===== src/rtl/sgi_pkg.sv =====
// Shared constants for the segment intersection unit.
`default_nettype none
package sgi_pkg;
    localparam int COORD_BITS_DEF = 16;
    localparam int FRAC_BITS_DEF  = 16;
    localparam int OUT_BITS       = 32;
endpackage
`default_nettype wire


===== src/rtl/sgi_front.sv =====
// Front pipeline: case selection, cross products, denominator and sign normalization.
`default_nettype none
module sgi_front #(
    parameter int COORD_BITS = sgi_pkg::COORD_BITS_DEF
) (
    input  logic                            aclk,
    input  logic                            aresetn,
    input  logic                            en,
    input  logic                            in_valid,
    input  logic signed [COORD_BITS-1:0]    ax,
    input  logic signed [COORD_BITS-1:0]    ay,
    input  logic signed [COORD_BITS-1:0]    bx,
    input  logic signed [COORD_BITS-1:0]    by_coord,
    input  logic signed [COORD_BITS-1:0]    cx,
    input  logic signed [COORD_BITS-1:0]    cy,
    input  logic signed [COORD_BITS-1:0]    dx,
    input  logic signed [COORD_BITS-1:0]    dy,
    output logic                            out_valid,
    output logic                            out_bad,
    output logic signed [2*COORD_BITS+4:0]  den,
    output logic signed [2*COORD_BITS+4:0]  tn,
    output logic [12*COORD_BITS+3:0]        geo
);
    localparam int C   = COORD_BITS;
    localparam int DFW = C + 2;
    localparam int PW  = 2 * DFW;
    localparam int DW  = PW + 1;
    localparam int GW  = 10 * C + 2 * DFW;
    localparam logic signed [DFW-1:0] ONE = DFW'(1);

    logic signed [DFW-1:0] rx, ry, qx, qy, wx, wy;
    logic                  vab, vcd;
    logic signed [DFW-1:0] op_a_next [4];
    logic signed [DFW-1:0] op_b_next [4];
    logic signed [DFW-1:0] xr_next, yr_next;
    logic signed [C-1:0]   xa_next, ya_next;
    logic signed [C-1:0]   lo_next [4];
    logic signed [C-1:0]   hi_next [4];
    logic [GW-1:0]         geo_next;

    logic                  vld_a_reg, vld_b_reg, vld_c_reg, vld_d_reg;
    logic                  both_a_reg, both_b_reg, both_c_reg, bad_d_reg;
    logic signed [DFW-1:0] op_a_reg [4];
    logic signed [DFW-1:0] op_b_reg [4];
    logic signed [PW-1:0]  prod_reg [4];
    logic signed [DW-1:0]  tn_c_reg, den_c_reg, tn_d_reg, den_d_reg;
    logic [GW-1:0]         geo_a_reg, geo_b_reg, geo_c_reg, geo_d_reg;

    always_comb begin
        rx  = DFW'(bx) - DFW'(ax);
        ry  = DFW'(by_coord) - DFW'(ay);
        qx  = DFW'(dx) - DFW'(cx);
        qy  = DFW'(dy) - DFW'(cy);
        wx  = DFW'(cx) - DFW'(ax);
        wy  = DFW'(cy) - DFW'(ay);
        vab = (ax == bx);
        vcd = (cx == dx);

        op_a_next[0] = wx;  op_b_next[0] = qy;
        op_a_next[1] = wy;  op_b_next[1] = qx;
        op_a_next[2] = rx;  op_b_next[2] = qy;
        op_a_next[3] = ry;  op_b_next[3] = qx;
        xa_next = ax;
        xr_next = rx;
        ya_next = ay;
        yr_next = ry;
        if (vab) begin
            op_a_next[1] = DFW'(cy);
            op_a_next[2] = '0;   op_b_next[2] = '0;
            op_a_next[3] = ONE;
            xr_next = '0;
            ya_next = '0;
            yr_next = ONE;
        end else if (vcd) begin
            op_a_next[0] = -ry;  op_b_next[0] = wx;
            op_a_next[1] = DFW'(ay);  op_b_next[1] = rx;
            op_a_next[2] = '0;   op_b_next[2] = '0;
            op_a_next[3] = rx;   op_b_next[3] = ONE;
            xa_next = cx;
            xr_next = '0;
            ya_next = '0;
            yr_next = ONE;
        end

        lo_next[0] = (ax < bx) ? ax : bx;
        hi_next[0] = (ax < bx) ? bx : ax;
        lo_next[1] = (cx < dx) ? cx : dx;
        hi_next[1] = (cx < dx) ? dx : cx;
        lo_next[2] = (ay < by_coord) ? ay : by_coord;
        hi_next[2] = (ay < by_coord) ? by_coord : ay;
        lo_next[3] = (cy < dy) ? cy : dy;
        hi_next[3] = (cy < dy) ? dy : cy;

        geo_next = {hi_next[3], hi_next[2], hi_next[1], hi_next[0],
                    lo_next[3], lo_next[2], lo_next[1], lo_next[0],
                    yr_next, xr_next, ya_next, xa_next};
    end

    always_ff @(posedge aclk) begin
        if (!aresetn) begin
            vld_a_reg <= 1'b0;
            vld_b_reg <= 1'b0;
            vld_c_reg <= 1'b0;
            vld_d_reg <= 1'b0;
        end else if (en) begin
            vld_a_reg <= in_valid;
            vld_b_reg <= vld_a_reg;
            vld_c_reg <= vld_b_reg;
            vld_d_reg <= vld_c_reg;
        end
    end

    always_ff @(posedge aclk) begin
        if (en) begin
            for (int i = 0; i < 4; i++) begin
                op_a_reg[i] <= op_a_next[i];
                op_b_reg[i] <= op_b_next[i];
                prod_reg[i] <= op_a_reg[i] * op_b_reg[i];
            end
            both_a_reg <= vab && vcd;
            geo_a_reg  <= geo_next;

            both_b_reg <= both_a_reg;
            geo_b_reg  <= geo_a_reg;

            tn_c_reg   <= DW'(prod_reg[0]) - DW'(prod_reg[1]);
            den_c_reg  <= DW'(prod_reg[2]) - DW'(prod_reg[3]);
            both_c_reg <= both_b_reg;
            geo_c_reg  <= geo_b_reg;

            tn_d_reg   <= den_c_reg[DW-1] ? -tn_c_reg : tn_c_reg;
            den_d_reg  <= den_c_reg[DW-1] ? -den_c_reg : den_c_reg;
            bad_d_reg  <= both_c_reg || (den_c_reg == '0);
            geo_d_reg  <= geo_c_reg;
        end
    end

    assign out_valid = vld_d_reg;
    assign out_bad   = bad_d_reg;
    assign den       = den_d_reg;
    assign tn        = tn_d_reg;
    assign geo       = geo_d_reg;
endmodule
`default_nettype wire


===== config.mk =====
export PLATFORM = sky130hd
export DESIGN_NAME = sgi_front
export DESIGN_NICKNAME = d
export VERILOG_FILES = /design/src/rtl/sgi_pkg.sv /design/src/rtl/sgi_front.sv
export SDC_FILE = /design/constraint.sdc
export NUM_CORES = 2
export LEC_CHECK = 0
export ABC_AREA = 1
export BUFFER_PORTS_ARGS = -buffer_cell sky130_fd_sc_hd__buf_4
export CORE_MARGIN = 3
export CORE_UTILIZATION = 46
export DETAILED_ROUTE_END_ITERATION = 16
export GPL_TIMING_DRIVEN = 0
export PLACE_DENSITY = 0.62
export SLEW_MARGIN = 30
export SYNTH_ARGS = -nofsm -noshare
export SYNTH_HDL_FRONTEND = slang
export SYNTH_SLANG_ARGS = --single-unit

===== constraint.sdc =====
create_clock -name aclk -period 15.53 [get_ports aclk]
set_clock_uncertainty 0.1 [all_clocks]
set_input_delay 1.553 -clock aclk [delete_from_list [all_inputs] [get_ports aclk]]
set_output_delay 1.553 -clock aclk [all_outputs]
set_load 0.02 [all_outputs]

; ---- After elaboration in Yosys (flattened, before gate mapping)
; Memories as Yosys holds them, arrays and structs flattened.
; Cells that the tools add are included.
[totals]
reg_bits = 939
latch_bits = 0
ram_bits = 288
mem_bits_ro = 0
input_bits = 132
out_inout_bits = 272
n_memories = 3
[classes]
add_sub_neg = 11
mul = 4
div_mod_pow = 0
magnitude_cmp = 4
eq_ne = 2
shift = 0
muxes = 21
bitwise = 0
n_reduce_logical = 4
[memory_table]
columns = name, words, width, rd, rd_ports_with_merged_regs, wr, line
row1 = prod_reg, 4, 36, 4, 0, 4, sgi_front.sv:45  ; logic signed [PW-1:0] prod_reg [4];
row2 = op_a_reg, 4, 18, 4, 0, 4, sgi_front.sv:43  ; logic signed [DFW-1:0] op_a_reg [4];
row3 = op_b_reg, 4, 18, 4, 0, 4, sgi_front.sv:44  ; logic signed [DFW-1:0] op_b_reg [4];
[op_table]
columns = cell, count
row1 = 2-to-1 mux 16 bit, 10
row2 = multiplier 18 x 18 -> 36 bit, 4
row3 = 2-to-1 mux 72 bit, 2
row4 = subtractor 16 x 16 -> 17 bit, 6
row5 = negator 37 bit, 2
row6 = subtractor 36 x 36 -> 37 bit, 2
row7 = 2-to-1 mux 36 bit, 2
row8 = < comparator 16 bit, 4
row9 = 2-to-1 mux 18 bit, 3
row10 = 2-to-1 mux 54 bit, 1
row11 = logical NOT 37 bit, 1
row12 = 2-to-1 mux 37 bit, 1
row13 = == test 16 bit, 2
row14 = negator 17 -> 18 bit, 1
row15 = 2-to-1 mux 1 bit, 2
row16 = OR reduction 2 bit, 1
row17 = logical AND 1 bit, 1
row18 = logical OR 1 bit, 1

; ---- Longest topological paths before layout
[depth]
ltp_word = 4
depth_mapped = 29

; ---- Least setup slack after synthesis
; Ideal clock, no wire load.
[synth_path]
kind = register to register
startpoint = register geo_a_reg[49] (netlist name)
endpoint = memory prod_reg[2][34] (netlist name) (data pin)
setup_ns = 0.252
t_arrival_ns = 5.814
required_ns = 15.178
setup_slack_ns = 9.363
stages_incl_launch_ff = 24
n_path_buf = 2
period_less_slack_ns = 6.167
path_cell_list = edfxtp_1 -> clkbuf_1 -> buf_1 -> nand2_1 -> fa_1 -> fa_1 -> inv_1 -> ha_1 -> inv_1 -> fa_1 -> inv_1 -> fa_1 -> inv_1 -> fa_1 -> inv_1 -> ha_1 -> a21oi_1 -> o21ai_0 -> a21oi_1 -> nor2_1 -> a2111oi_0 -> nand2_1 -> nand2_1 -> nand2_1
[synth_lines]
columns = item, line
row1 = to (decl), sgi_front.sv:45

==> impl_metrics.env <==
export IMPL_hold_path_depth=0
export IMPL_synth_seq_cells=1196
export IMPL_outcome="completed"
export IMPL_timing_rr_end="prod_reg[2][33]"
export IMPL_setup_ws_ns=7.40
export IMPL_grt_max_degree=131
export IMPL_die_h_um=471
export IMPL_fmax_mhz=123
export IMPL_clockBufferDepth=3
export IMPL_syn_inst=10100
export IMPL_die_width_um=471
export IMPL_wl_per_cell_um=22.0
export IMPL_tns_ns=0
export IMPL_port_buffers=403
export IMPL_synth_edff_count=1192
export IMPL_clock_sinks=1196
export IMPL_startpoint="geo_a_reg[49]"
export IMPL_drtIter0Drc=5158
export IMPL_synth_common_cells="inv_1 (2,597), nand2_1 (2,051), fa_1 (1,295)"
export IMPL_synthAdderAreaFrac_pct=32.8
export IMPL_dr_pass1_iters=8
export IMPL_synth_xor_area_share_pct=2.94
export IMPL_clk_pin_slew_ns=0.06
export IMPL_viasPerCell=5.11
export IMPL_crit_arrival_ns=8.54
export IMPL_ctsHoldBuffers=0
export IMPL_postCtsSetupRepairBufs=0
export IMPL_place_hpwl_mm=249
export IMPL_htree_num_levels=4
export IMPL_ios=404
export IMPL_final_nets=12600
export IMPL_cts_tree="yes"
export IMPL_r2r_start="geo_a_reg[49]"
export IMPL_cts_buffers=132
export IMPL_synth_area_top_cells="edfxtp_1 (36%), fa_1 (26%), inv_1 (9.8%), nand2_1 (7.7%), ha_1 (6.8%)"
export IMPL_worstRegToRegCells=22
export IMPL_start_kind="flop"
export IMPL_path_max_fanout=10
export IMPL_start_util_pct=46.3
export IMPL_hold_start="geo_c_reg[98]"
export IMPL_grt_pass1_vias=73300
export IMPL_yosysMostFrequentCell="inv_1"
export IMPL_insertion_delay_ns=0.83
export IMPL_place_ws_ns=7.24
export IMPL_rsz0062_at_grt="false"
export IMPL_syn_cell_area_um2=99700
export IMPL_max_slew_margin_pct=30.0
export IMPL_yosysTopAreaCellShare_pct=35.9
export IMPL_ys_flop_type="edfxtp_1"
export IMPL_finalHoldViolCount=0
export IMPL_async_flop_share_pct=0
export IMPL_grt_pass1_wl_mm=454
export IMPL_tightest_slew_ns=1.04
export IMPL_cap_viol_max_count=0
export IMPL_fin_crit_ns=8.13
export IMPL_r2r_slack_ns=7.40
export IMPL_muxShareOfSynthArea_pct=0.0201
export IMPL_synth_compound_area_share_pct=5.17
export IMPL_synth_area_leader_cell="edfxtp_1"
export IMPL_setup_violations_final=0
export IMPL_seq_area_frac_synth_pct=36.0
export IMPL_synth_top_family_by_area="adder cells"
export IMPL_cts_resized=0
export IMPL_vias=69700
export IMPL_synth_nets=12100
export IMPL_drive_above_1_share_pct=7.05
export IMPL_worstHoldEndpoint="geo[98]"
export IMPL_num_rows=170
export IMPL_ys_types=60
export IMPL_ys_warn_count=0
export IMPL_fin_crit_sh_pct=52.4
export IMPL_hold_path_class="flop to flop"
export IMPL_syn_to_final_growth_pct=11.4
export IMPL_place_gp_congestion=0.945
export IMPL_drc=0
export IMPL_drtAntennaViolNets=0
export IMPL_slew_violations=0
export IMPL_avgSynthCellArea_um2=9.84
export IMPL_grt_overflow=0
export IMPL_synth_simple_area_share_pct=11.8
export IMPL_drt_total_wl_mm=300
export IMPL_crit_required_ns=15.94
export IMPL_grt_usage_pct=27.3
export IMPL_core_um2=215000
export IMPL_crit_path_end_kind="flop"
export IMPL_clock_root_buffer="clkbuf_16"
export IMPL_antenna_found_initial=21
export IMPL_critPathKind="flop to flop"
export IMPL_design_die_area_um2=222000
-- critical path, cell delays in order, from the launching register on --
cell and delay (ns):
edfxtp_1 0.66, clkbuf_1 0.53, buf_1 0.55, nand2_1 0.27, fa_1 0.80, fa_1 0.48, inv_1 0.14, ha_1 0.51
inv_1 0.30, fa_1 0.57, inv_1 0.05, fa_1 0.52, inv_1 0.05, fa_1 0.47, inv_1 0.04, ha_1 0.36
a21oi_1 0.26, inv_1 0.06, a31oi_1 0.25, o21ai_0 0.15, a21oi_1 0.14, nand2_1 0.08, xor2_1 0.52
-- cell usage in the layout, fill, tap and decap left out, types with 212 or more instances in the layout --
cell	instances
nand2_1	2051
clkbuf_1	296
fa_1	1295
edfxtp_1	1192
xor2_1	212
buf_4	415
nor2_1	502
a21oi_1	329
o21ai_0	239
ha_1	540
inv_1	2597
-- metrics by stage --
step                util (%)  cell area [um^2]  cells  hold slack, ns
finish                  51.6            111000  13600           0.257
global placement        49.4            106000  13400           0.301
floorplan                  -             99700  10100           0.300
global route            51.6            111000  13600           0.247
CTS                     51.6            111000  13600           0.251
detailed placement      49.5            107000  13400           0.305
-- area by class of cell --
class,instances,area [um^2]
Antenna cell,11,27.5
Buffer,340,1490
Clock buffer,157,3420
Clock inverter,82,1040
Fill cell,19700,104000
Inverter,2607,9790
Multi-Input combinational cell,5985,52500
Sequential cell,1196,35900
Tap cell,2838,3550
Timing Repair Buffer,413,3320
-- worst max path at each step --
| stage | end | slack (ns) | depth (start not counted) |
|---|---|---|---|
| after floorplan | prod_reg[2][34] | 9.36 | 23 |
| after global placement | out_valid | 1.53 | 4 |
| after detailed placement | prod_reg[2][34] | 7.24 | 23 |
| after CTS | prod_reg[2][33] | 7.23 | 22 |
| after global routing | prod_reg[2][34] | 6.88 | 23 |
| final | prod_reg[2][33] | 7.40 | 22 |
-- layer usage --
layer	wire length (um)	up-vias	global-route usage, %
li1	-	32000	-
met1	122000	35100	34.8
met2	147000	2096	46.9
met3	17600	506	4.32
met4	12600	14	10.3
met5	115	-	0
-- cells by family after synthesis --
| family | after synthesis |
|---|---|
| compound gates | 887 |
| xor+xnor | 334 |
| fa+ha+maj | 1835 |
| buf+inv | 2947 |
| flops | 1196 |
| mux | 2 |
| simple gates | 2927 |
Power is left out: the tool's default activity adds up to more than one toggle a clock period on the data nets, which glitch-free logic cannot reach.
